[src/design/fvwm_pkg.sv]
// ----------------------------------------------------------------------------
// fvwm_pkg
// Shared constants, event codes and the controller-to-datapath command
// bundle for the four-voice wavetable mixer.
// ----------------------------------------------------------------------------
package fvwm_pkg;

    // Sizing
    localparam int VOICES       = 4;
    localparam int DECAY_DIVIDE = 32;
    localparam int TABLE_AW     = 8;
    localparam int TABLE_DEPTH  = 1 << TABLE_AW;

    localparam int VW = (VOICES > 1) ? $clog2(VOICES) : 1;
    localparam int CW = $clog2(VOICES + 2);
    localparam int PW = (DECAY_DIVIDE > 1) ? $clog2(DECAY_DIVIDE) : 1;

    // Fixed constants of the voice math
    localparam logic [5:0] PHASE_FIELD_MASK = 6'h3f;
    localparam logic [7:0] OUT_OFFSET       = 8'h80;
    localparam logic [7:0] SUSTAIN_RESET    = 8'd40;
    localparam logic [7:0] FLOOR_RESET      = 8'd30;

    // Event codes
    typedef enum logic [2:0] {
        OP_SAMPLE    = 3'd0,
        OP_DECAY     = 3'd1,
        OP_PLAY      = 3'd2,
        OP_SET_DECAY = 3'd3,
        OP_STOP_ALL  = 3'd4,
        OP_TABLE_WR  = 3'd5
    } op_t;

    // Register indexes on the configuration port
    localparam logic REG_SUSTAIN = 1'b0;
    localparam logic REG_FLOOR   = 1'b1;

    // Commands from the controller to the datapath
    typedef struct packed {
        logic          ev_apply;  // apply the accepted event this cycle
        logic          acc_clr;   // clear the mix accumulator
        logic          issue;     // start one voice through the mix pipe
        logic [VW-1:0] vsel;      // voice being issued
        logic          load_out;  // capture the finished mix
    } dp_cmd_t;

endpackage

[src/design/fvwm_dp.sv]
// ----------------------------------------------------------------------------
// fvwm_dp
// Datapath: voice state, decay prescaler, wave table RAM and the
// three-stage per-voice mix pipe (phase/index, table read, scale, sum).
// ----------------------------------------------------------------------------
module fvwm_dp (
    input  logic                clk,
    input  logic                rst_n,
    input  fvwm_pkg::dp_cmd_t   cmd,
    input  logic [2:0]          op,
    input  logic [1:0]          voice,
    input  logic [15:0]         pitch_step,
    input  logic [7:0]          volume,
    input  logic [7:0]          decay_step,
    input  logic [7:0]          table_addr,
    input  logic signed [7:0]   table_data,
    input  logic [7:0]          sustain_level,
    input  logic [7:0]          timbre_floor,
    output logic [7:0]          mixed_sample
);
    import fvwm_pkg::*;

    // Voice state
    logic [15:0] phase_reg [VOICES];
    logic [15:0] phase_next [VOICES];
    logic [15:0] pitch_reg [VOICES];
    logic [15:0] pitch_next [VOICES];
    logic [7:0]  vol_reg [VOICES];
    logic [7:0]  vol_next [VOICES];
    logic [7:0]  decay_reg [VOICES];
    logic [7:0]  decay_next [VOICES];
    logic [PW-1:0] pre_reg;
    logic [PW-1:0] pre_next;

    // Mix pipe
    logic signed [7:0] ram_q_reg;
    logic [7:0]        vol_q_reg;
    logic              v1_reg;
    logic [15:0]       prod_reg;
    logic              v2_reg;
    logic [7:0]        acc_reg;
    logic [7:0]        acc_next;
    logic [7:0]        mixed_sample_reg;

    logic [7:0] wave_mem [TABLE_DEPTH];

    logic [15:0]        phase_sum;
    logic [7:0]         cur_vol;
    logic [7:0]         lift_off;
    logic [7:0]         tbl_idx;
    logic signed [16:0] prod_full;
    logic [VW-1:0]      play_idx;
    logic               play_ok;
    logic               tbl_wr;

    // Issue stage: phase advance and table index
    assign phase_sum = phase_reg[cmd.vsel] + pitch_reg[cmd.vsel];
    assign cur_vol   = vol_reg[cmd.vsel];
    assign lift_off  = (cur_vol > timbre_floor) ? (cur_vol - timbre_floor) : 8'd0;
    assign tbl_idx   = {2'b00, phase_sum[13:8] & PHASE_FIELD_MASK} + lift_off;

    // Scale stage: signed sample times unsigned volume
    assign prod_full = ram_q_reg * $signed({1'b0, vol_q_reg});

    assign play_idx = VW'(voice);
    assign play_ok  = {3'b000, voice} < 5'(VOICES);
    assign tbl_wr   = cmd.ev_apply && (op == OP_TABLE_WR)
                      && ({1'b0, table_addr} < 9'(TABLE_DEPTH));

    // Next voice state
    always_comb
    begin
        phase_next = phase_reg;
        pitch_next = pitch_reg;
        vol_next   = vol_reg;
        decay_next = decay_reg;
        pre_next   = pre_reg;
        if (cmd.issue)
        begin
            phase_next[cmd.vsel] = phase_sum;
        end
        if (cmd.ev_apply)
        begin
            case (op_t'(op))
                OP_DECAY:
                begin
                    pre_next = (pre_reg == '0) ? PW'(DECAY_DIVIDE - 1) : (pre_reg - 1'b1);
                    if (pre_next == '0)
                    begin
                        for (int i = 0; i < VOICES; i++)
                        begin
                            if ((vol_reg[i] != 8'd0)
                                && !(decay_reg[i] == 8'd1 && vol_reg[i] == sustain_level))
                            begin
                                vol_next[i] = (vol_reg[i] > decay_reg[i])
                                              ? (vol_reg[i] - decay_reg[i]) : 8'd0;
                            end
                        end
                    end
                end
                OP_PLAY:
                begin
                    if (play_ok)
                    begin
                        pitch_next[play_idx] = pitch_step;
                        vol_next[play_idx]   = volume;
                        decay_next[play_idx] = 8'd1;
                    end
                end
                OP_SET_DECAY:
                begin
                    for (int i = 0; i < VOICES; i++)
                    begin
                        if (pitch_reg[i] == pitch_step)
                        begin
                            decay_next[i] = decay_step;
                        end
                    end
                end
                OP_STOP_ALL:
                begin
                    for (int i = 0; i < VOICES; i++)
                    begin
                        pitch_next[i] = 16'd0;
                        phase_next[i] = 16'd0;
                        vol_next[i]   = 8'd0;
                        decay_next[i] = 8'd1;
                    end
                end
                default:
                begin
                end
            endcase
        end
    end

    // Accumulator next value
    always_comb
    begin
        acc_next = acc_reg;
        if (cmd.acc_clr)
        begin
            acc_next = 8'd0;
        end
        else if (v2_reg)
        begin
            acc_next = acc_reg + prod_reg[15:8];
        end
    end

    // State and control registers
    always_ff @(posedge clk or negedge rst_n)
    begin
        if (!rst_n)
        begin
            for (int i = 0; i < VOICES; i++)
            begin
                phase_reg[i] <= 16'd0;
                pitch_reg[i] <= 16'd0;
                vol_reg[i]   <= 8'd0;
                decay_reg[i] <= 8'd0;
            end
            pre_reg <= '0;
            v1_reg  <= 1'b0;
            v2_reg  <= 1'b0;
        end
        else
        begin
            phase_reg <= phase_next;
            pitch_reg <= pitch_next;
            vol_reg   <= vol_next;
            decay_reg <= decay_next;
            pre_reg   <= pre_next;
            v1_reg    <= cmd.issue;
            v2_reg    <= v1_reg;
        end
    end

    // Wave table RAM: one write port, registered read
    always_ff @(posedge clk)
    begin
        if (tbl_wr)
        begin
            wave_mem[table_addr[TABLE_AW-1:0]] <= table_data;
        end
        if (cmd.issue)
        begin
            ram_q_reg <= wave_mem[tbl_idx[TABLE_AW-1:0]];
        end
    end

    // Pipe payload
    always_ff @(posedge clk)
    begin
        if (cmd.issue)
        begin
            vol_q_reg <= cur_vol;
        end
        prod_reg <= prod_full[15:0];
        acc_reg  <= acc_next;
        if (cmd.load_out)
        begin
            mixed_sample_reg <= acc_reg + OUT_OFFSET;
        end
    end

    assign mixed_sample = mixed_sample_reg;

endmodule

[src/design/fvwm_ctrl.sv]
// ----------------------------------------------------------------------------
// fvwm_ctrl
// Controller: takes events, sequences the voices of a sample tick through
// the datapath and owns the output valid.
// ----------------------------------------------------------------------------
module fvwm_ctrl (
    input  logic               clk,
    input  logic               rst_n,
    input  logic               evt_valid,
    output logic               evt_stall,
    input  logic [2:0]         op,
    output logic               mix_valid,
    input  logic               mix_stall,
    output fvwm_pkg::dp_cmd_t  cmd
);
    import fvwm_pkg::*;

    typedef enum logic [1:0] {
        ST_IDLE,
        ST_MIX,
        ST_DONE
    } state_t;

    state_t        st_reg;
    state_t        st_next;
    logic [CW-1:0] cnt_reg;
    logic [CW-1:0] cnt_next;
    logic          out_valid_reg;
    logic          out_valid_next;
    logic          evt_accept;
    logic          is_sample;
    logic          out_free;

    assign evt_stall  = (st_reg != ST_IDLE);
    assign evt_accept = evt_valid && !evt_stall;
    assign is_sample  = (op == OP_SAMPLE);
    assign out_free   = !out_valid_reg || !mix_stall;

    // Next state and commands
    always_comb
    begin
        st_next        = st_reg;
        cnt_next       = cnt_reg;
        out_valid_next = out_valid_reg && mix_stall;
        cmd            = '0;
        cmd.vsel       = VW'(cnt_reg);
        case (st_reg)
            ST_IDLE:
            begin
                cmd.ev_apply = evt_accept;
                if (evt_accept && is_sample)
                begin
                    cmd.acc_clr = 1'b1;
                    cnt_next    = '0;
                    st_next     = ST_MIX;
                end
            end
            ST_MIX:
            begin
                cmd.issue = (cnt_reg < CW'(VOICES));
                cnt_next  = cnt_reg + 1'b1;
                if (cnt_reg == CW'(VOICES + 1))
                begin
                    st_next = ST_DONE;
                end
            end
            ST_DONE:
            begin
                if (out_free)
                begin
                    cmd.load_out   = 1'b1;
                    out_valid_next = 1'b1;
                    st_next        = ST_IDLE;
                end
            end
            default:
            begin
                st_next = ST_IDLE;
            end
        endcase
    end

    // State and registered outputs
    always_ff @(posedge clk or negedge rst_n)
    begin
        if (!rst_n)
        begin
            st_reg        <= ST_IDLE;
            cnt_reg       <= '0;
            out_valid_reg <= 1'b0;
        end
        else
        begin
            st_reg        <= st_next;
            cnt_reg       <= cnt_next;
            out_valid_reg <= out_valid_next;
        end
    end

    assign mix_valid = out_valid_reg;

endmodule

[src/design/four_voice_wavetable_mixer_core.sv]
// ----------------------------------------------------------------------------
// four_voice_wavetable_mixer_core
// Four-voice phase-accumulator wavetable mixer with decay envelope and an
// APB register port for sustain level and timbre floor.
//
//   Channel  Signals                         Direction  Carries
//   event    evt_valid/evt_stall, op..data   in         one event per transfer
//   sample   mix_valid/mix_stall, mixed_...  out        one mix per sample tick
//   config   psel/penable/pwrite/paddr/...   in/out     sustain, floor registers
//
// A sample tick stalls the event channel after its transfer while each
// voice in turn goes through the shared table read and multiplier, the
// pipe drains and the output register is loaded. Other events do not
// hold the channel. A result waiting under mix_stall does not block
// non-sample events; a following sample tick waits at its end for the
// output register.
// Reset is asynchronous; no table clearing pass, entries are valid once written.
// ----------------------------------------------------------------------------
module four_voice_wavetable_mixer_core (
    input  logic               clk,
    input  logic               rst_n,
    input  logic               evt_valid,
    output logic               evt_stall,
    input  logic [2:0]         op,
    input  logic [1:0]         voice,
    input  logic [15:0]        pitch_step,
    input  logic [7:0]         volume,
    input  logic [7:0]         decay_step,
    input  logic [7:0]         table_addr,
    input  logic signed [7:0]  table_data,
    output logic               mix_valid,
    input  logic               mix_stall,
    output logic [7:0]         mixed_sample,
    input  logic               psel,
    input  logic               penable,
    input  logic               pwrite,
    input  logic [2:0]         paddr,
    input  logic [31:0]        pwdata,
    output logic [31:0]        prdata,
    output logic               pready
);
    import fvwm_pkg::*;

    dp_cmd_t    cmd;
    logic [7:0] sustain_reg;
    logic [7:0] floor_reg;
    logic       cfg_wr;

    // Configuration registers
    assign pready = 1'b1;
    assign cfg_wr = psel && penable && pwrite && pready;

    always_ff @(posedge clk or negedge rst_n)
    begin
        if (!rst_n)
        begin
            sustain_reg <= SUSTAIN_RESET;
            floor_reg   <= FLOOR_RESET;
        end
        else if (cfg_wr)
        begin
            if (paddr[2] == REG_SUSTAIN)
            begin
                sustain_reg <= pwdata[7:0];
            end
            else
            begin
                floor_reg <= pwdata[7:0];
            end
        end
    end

    assign prdata = {24'd0, (paddr[2] == REG_FLOOR) ? floor_reg : sustain_reg};

    fvwm_ctrl u_ctrl (
        .clk       (clk),
        .rst_n     (rst_n),
        .evt_valid (evt_valid),
        .evt_stall (evt_stall),
        .op        (op),
        .mix_valid (mix_valid),
        .mix_stall (mix_stall),
        .cmd       (cmd)
    );

    fvwm_dp u_dp (
        .clk           (clk),
        .rst_n         (rst_n),
        .cmd           (cmd),
        .op            (op),
        .voice         (voice),
        .pitch_step    (pitch_step),
        .volume        (volume),
        .decay_step    (decay_step),
        .table_addr    (table_addr),
        .table_data    (table_data),
        .sustain_level (sustain_reg),
        .timbre_floor  (floor_reg),
        .mixed_sample  (mixed_sample)
    );

endmodule

[config.mk]
export PLATFORM = sky130hd
export DESIGN_NAME = four_voice_wavetable_mixer_core
export DESIGN_NICKNAME = d
export VERILOG_FILES = /design/src/design/fvwm_pkg.sv /design/src/design/fvwm_dp.sv /design/src/design/fvwm_ctrl.sv /design/src/design/four_voice_wavetable_mixer_core.sv
export SDC_FILE = /design/constraint.sdc
export NUM_CORES = 2
export LEC_CHECK = 0
export BUFFER_PORTS_ARGS = -buffer_cell sky130_fd_sc_hd__clkbuf_2
export CORE_MARGIN = 4
export CORE_UTILIZATION = 34
export CTS_CLUSTER_SIZE = 25
export DETAILED_ROUTE_END_ITERATION = 7
export PLACE_DENSITY = 0.55
export SLEW_MARGIN = 15
export SYNTH_ARGS = -nofsm -noshare
export SYNTH_HDL_FRONTEND = slang
export SYNTH_HIERARCHICAL = 1
export SYNTH_SLANG_ARGS = --single-unit
[constraint.sdc]
create_clock -name clk -period 8.35 [get_ports clk]
set_input_delay 0.835 -clock clk [delete_from_list [all_inputs] [get_ports clk]]
set_output_delay 0.835 -clock clk [all_outputs]
set_load 0.05 [all_outputs]
After elaboration in Yosys (flattened, before gate mapping)
Memories as Yosys holds them, arrays and structs flattened. A register that Yosys moved wholly into a read port is not among the register bits. Index checks and enable logic that the tools add are counted.

Add/subtract/negate cells: 11. Muxes and demuxes: 55. Multipliers: 1. Order comparisons: 10. Eq/ne operators: 32. Bitwise logic cells: 6. Reduce and logical (&&, ||, !) cells: 51.

Operator list (count): two-way mux 64 bit (3); case mux 32 bit (3 select lines) (2); two-way mux 8 bit (17); bitwise mux 64 bit (2); case mux 64 bit (2 select lines) (1); two-way mux 16 bit (6); binary-select mux 16 bit (select 2 bit) (2); demux 16 bit (select 2 bit) (2); == test 16 bit (4); > comparator 8 bit (5); subtractor 8 bit (5); bitwise mux 32 bit (1); == test 8 x 1 -> 1 bit (second input constant) (4); == test 8 bit (4); two-way mux 32 bit (1); nonzero test 8 bit (4); bitwise AND 28 bit (1); NOT 28 bit (1); != test 2 x 1 -> 1 bit (second input constant) (12); adder 16 bit (1); binary-select mux 8 bit (select 2 bit) (1); demux 8 bit (select 2 bit) (1); logical AND 1 bit (16); multiplier 8 x 9 -> 16 bit (1); 32 further kinds (69).

Word-level logic and storage cells: 195. RAM bits: 2048. Register bits after elaboration: 261. Memories kept: 1.

Memory list: u_dp.wave_mem (depth 256, width 8, rd ports 1, clocked after memory_dff 1, wr ports 1, line fvwm_dp.sv:45) `logic [7:0] wave_mem [TABLE_DEPTH];`.

Logic depth before layout (Yosys ltp)
Depth in word-level cells: 9. Mapped depth: 26. Gate-level depth less buffers: 21.

By module
Netlist, hierarchy kept.

By module, submodules not included: fvwm_dp (area an instance 94525.7 um^2, times used 1, cells each 4908, seq. area each 67319.6 um^2); four_voice_wavetable_mixer_core (area an instance 929.6 um^2, times used 1, cells each 70, seq. area each 407.9 um^2); fvwm_ctrl (area an instance 336.6 um^2, times used 1, cells each 33, seq. area each 150.1 um^2).

Worst setup path before layout
No wires, ideal clock.

Path kind: register -> register. From: register u_ctrl.cnt_reg[0]. To: register u_dp.ram_q_reg[7], read port of u_dp.wave_mem (data pin). Arrival time: 6976 ps. Library setup time: 272 ps. Path slack: 1102 ps. Period minus slack after synthesis: 7248 ps. Buffers on the path: 8. Stages on the path, launching flop included: 22. Path through: dfrtp_1 > buf_4 > clkbuf_1 > clkbuf_1 > buf_1 > mux4_2 > ha_1 > a211o_1 > a2111oi_4 > o21bai_2 > xor2_1 > ha_1 > fa_1 > clkbuf_1 > clkbuf_1 > clkbuf_1 > clkbuf_1 > mux4_2 > mux4_2 > mux2i_1 > o21ai_0 > mux4_2.

Word-level cells in the longest chain between the ends: 7. Elaborated cells on any way between the ends: 17.

RTL lines: start, declared (line fvwm_ctrl.sv:26) `logic [CW-1:0] cnt_reg;`; start signal, assigned (line fvwm_ctrl.sv:95) `cnt_reg <= cnt_next;`; NOT 2 -> 3 bit (not written as such) (line fvwm_dp.sv:57, fvwm_dp.sv:58); binary-select mux 8 bit (select 2 bit) (line fvwm_dp.sv:58) `assign cur_vol = vol_reg[cmd.vsel];`; two-way mux 8 bit (not written as such) (2 in series) (line fvwm_dp.sv:58); subtractor 8 bit or > comparator 8 bit (tied branches) (line fvwm_dp.sv:59) `assign lift_off = (cur_vol > timbre_floor) ? (cur_vol - timbre_floor) : 8'd0;`; two-way mux 8 bit (line fvwm_dp.sv:59); adder 6 x 8 -> 8 bit (line fvwm_dp.sv:60) `assign tbl_idx = {2'b00, phase_sum[13:8] & PHASE_FIELD_MASK} + lift_off;`; end, declared (line fvwm_dp.sv:36) `logic signed [7:0] ram_q_reg;`.

Parallel ways exist; a longest one is shown, timed or not. The select of a mux whose other input is x is not followed. A chain may end at the register's enable or synchronous reset.

Worst setup path after layout
From: register u_ctrl.cnt_reg[0]. To: register u_dp.ram_q_reg[2], read port of u_dp.wave_mem (data pin).

Same word-level chain as after synthesis.

==> run metrics <==
worst path required time=8920 ps; Worst R2R Setup Slack=720 ps; area leader, netlist=edfxtp_1; CORE AREA=280000 um^2; die area=290000 um^2; CTS Buf Count=235; number of flip-flops in the largest register=2048; average size of a mapped cell=19.1 um^2; DIE HEIGHT=539 um; total number of vias=47700; max capacitance violation total=0; cts hold-fix bufs=0; RSZ-0062 raised after global routing=false; Post-synth EDFFs=2072; # DRC=0; worst-margin pin slew=1130 ps; Root Driver=clkbuf_16; post-CTS setup buffers=0; worst skew pair latency=920 ps; Setup CP Type=flop to flop; Pins Over Slew Limit=0; Worst setup SP type=flop; Die X=539 um; Resize count post-CTS=0; Syn. warnings=6; synthesized flop and latch total=2301; Detailed Route Iter0 Violations=4312; Crit. End Element=flop; total grt overflow=0; num rows=194; worst hold path class=input pin to async pin; CP Launch Point=u_ctrl/cnt_reg[0]$_DFFE_PN0P_; Util after Layout=38.8%; run status=completed; Synth area leaders=edfxtp_1 (65%), mux4_2 (16%), dfrtp_1 (5.4%); Detail Placement HPWL=146 mm; CTS sink count=2301; GP Congestion=0.833; fin crit period=7630 ps; Area Growth Syn to Fin=13.3%; critical path arrival=8200 ps; share of cells above drive strength 1=24.4%; Via density=5.24; top-area cell type share of the netlist area=65.0%; Crit Path Max Fanout=34; initial antenna violation count=9; clock skew=107 ps; GRT Util Overall=16.0%; detail-routed net length per standard cell=26.0 um; Routed Antenna Nets=0; Fin Setup TNS=0 ps; reg2reg end=u_dp/ram_q_reg[2]$_DFFE_PP_; first-pass iteration count of the detailed router=5; Max transition margin=24.7%; CTS tree=done; Worst-path clk slew=60 ps; FFs w/ async S/R, synth=9.26%; IO Port Bufs=86; wirelength, routed=236 mm; first-pass GRT wire length=346 mm; period utilization=91.3%; Seq/Total Area, Yosys=70.9%; Max Freq=131 MHz; Synth Instances=5011; Bufs on Longest Clock Path=4; mapped cell area=95800 um^2; Final #Nets=5431; Hold Violations, Final=0; r2r startpoint=u_ctrl/cnt_reg[0]$_DFFE_PN0P_; CP Capture Point=u_dp/ram_q_reg[2]$_DFFE_PP_; Most used DFF post-synth=edfxtp_1; Cell variety after synth=69; Starting Density=34.2%; number of global-route vias before repair=48900; final setup vio count=0; largest net degree at the start of global routing=126; H-tree Lvls=4; Top Ports=138; worst r2r path cells=17
[critical path, cell delays in order (launching register included)]
cell and delay, ps:
dfrtp_2 690, buf_12 320, mux4_2 590, fa_1 470
a211o_1 380, a2111oi_4 350, o21bai_2 160, xor2_1 250
ha_4 240, fa_4 1040, buf_12 320, buf_12 270
mux4_2 360, mux4_2 530, mux2_2 290, nand2_1 100
o21ai_0 340, mux4_2 590
[through the flow]
stage | worst slack [ps] | instances | instance area, um^2 | hold WS [ps]
global placement | 681 | 8671 | 101000 | 335
detailed placement | 682 | 8671 | 101000 | 336
floorplan | 1100 | 5034 | 95900 | 331
CTS | 670 | 9096 | 108000 | 26.9
global route | 366 | 9099 | 109000 | 82.9
finish | 724 | 9101 | 109000 | 68.8
[kinds of logic (layout without fill, tap and decap cells)]
| kind of cell | Yosys count | after routing | synth area share, % |
|---|---|---|---|
| buf+inv | 405 | 743 | 1.74 |
| mux | 785 | 785 | 17.2 |
| compound gates | 412 | 412 | 2.72 |
| simple gates | 796 | 796 | 3.69 |
| fa+ha+maj | 152 | 152 | 2.32 |
| flops | 2301 | 2301 | 70.9 |
| other cells | 2 | 30 | 0.00784 |
| xor+xnor | 158 | 158 | 1.47 |
[cells in the mapped netlist (all sizes together) (16+ instances only)]
cell    number
dfxtp       16
o21ai      145
a21oi      107
mux2        52
nand2      275
nor2b       20
buf        106
nor4        36
a21o        26
inv        122
a22o        74
nand3       23
xnor2       57
ha         109
clkbuf     177
xor2       100
dfrtp      207
and2        45
fa          43
nor2       329
mux4       683
nand4       22
mux2i       50
edfxtp    2072
[how the worst min path moves through the flow]
stage,slack [ps],cells past startpoint,to,from
after floorplan,330,0,u_dp/v2_reg$_DFF_PN0_,u_dp/v1_reg$_DFF_PN0_
after global placement,330,0,u_dp/v2_reg$_DFF_PN0_,u_dp/v1_reg$_DFF_PN0_
after detailed placement,340,0,u_dp/v2_reg$_DFF_PN0_,u_dp/v1_reg$_DFF_PN0_
after CTS,30,1,u_dp/vol_reg[25]$_DFFE_PN0P_,rst_n
after global routing,80,1,u_dp/vol_reg[25]$_DFFE_PN0P_,rst_n
final,70,1,u_dp/vol_reg[26]$_DFFE_PN0P_,rst_n
[area by class of cell]
class | count | area, um^2
clock buffers | 282 | 6130
clock inverters | 143 | 1270
flip-flops and latches | 2301 | 67900
well taps | 3724 | 4660
fillers | 25200 | 171000
inverters | 122 | 458
diodes | 5 | 12.5
repair buffers | 196 | 1660
multi-input cells | 2328 | 26400
[cells in the final DEF (no fill, tap or decap), drive strengths merged, types with 36 or more instances in the layout]
cell type and instances:
nand2 275, inv 127, edfxtp 2072, dfrtp 207, fa 43, mux4 683
a21oi 107, xor2 100, ha 109, clkinv 105, nor2 329, nor4 36
and2 45, mux2i 50, a22o 74, buf 118, xnor2 57, clkbuf 360
mux2 52, o21ai 145
[per-layer routing]
metal / wire length, um / vias to the layer above / GRT usage (%)
met5: 0 / - / 0
met4: 5920 / 0 / 4.21
met3: 14000 / 313 / 2.71
met2: 113000 / 1436 / 25.5
met1: 104000 / 25600 / 22.7
li1: - / 20400 / -
Power is not shown: default switching activity piles up to over one toggle a cycle in this logic, so the estimate is an artifact.
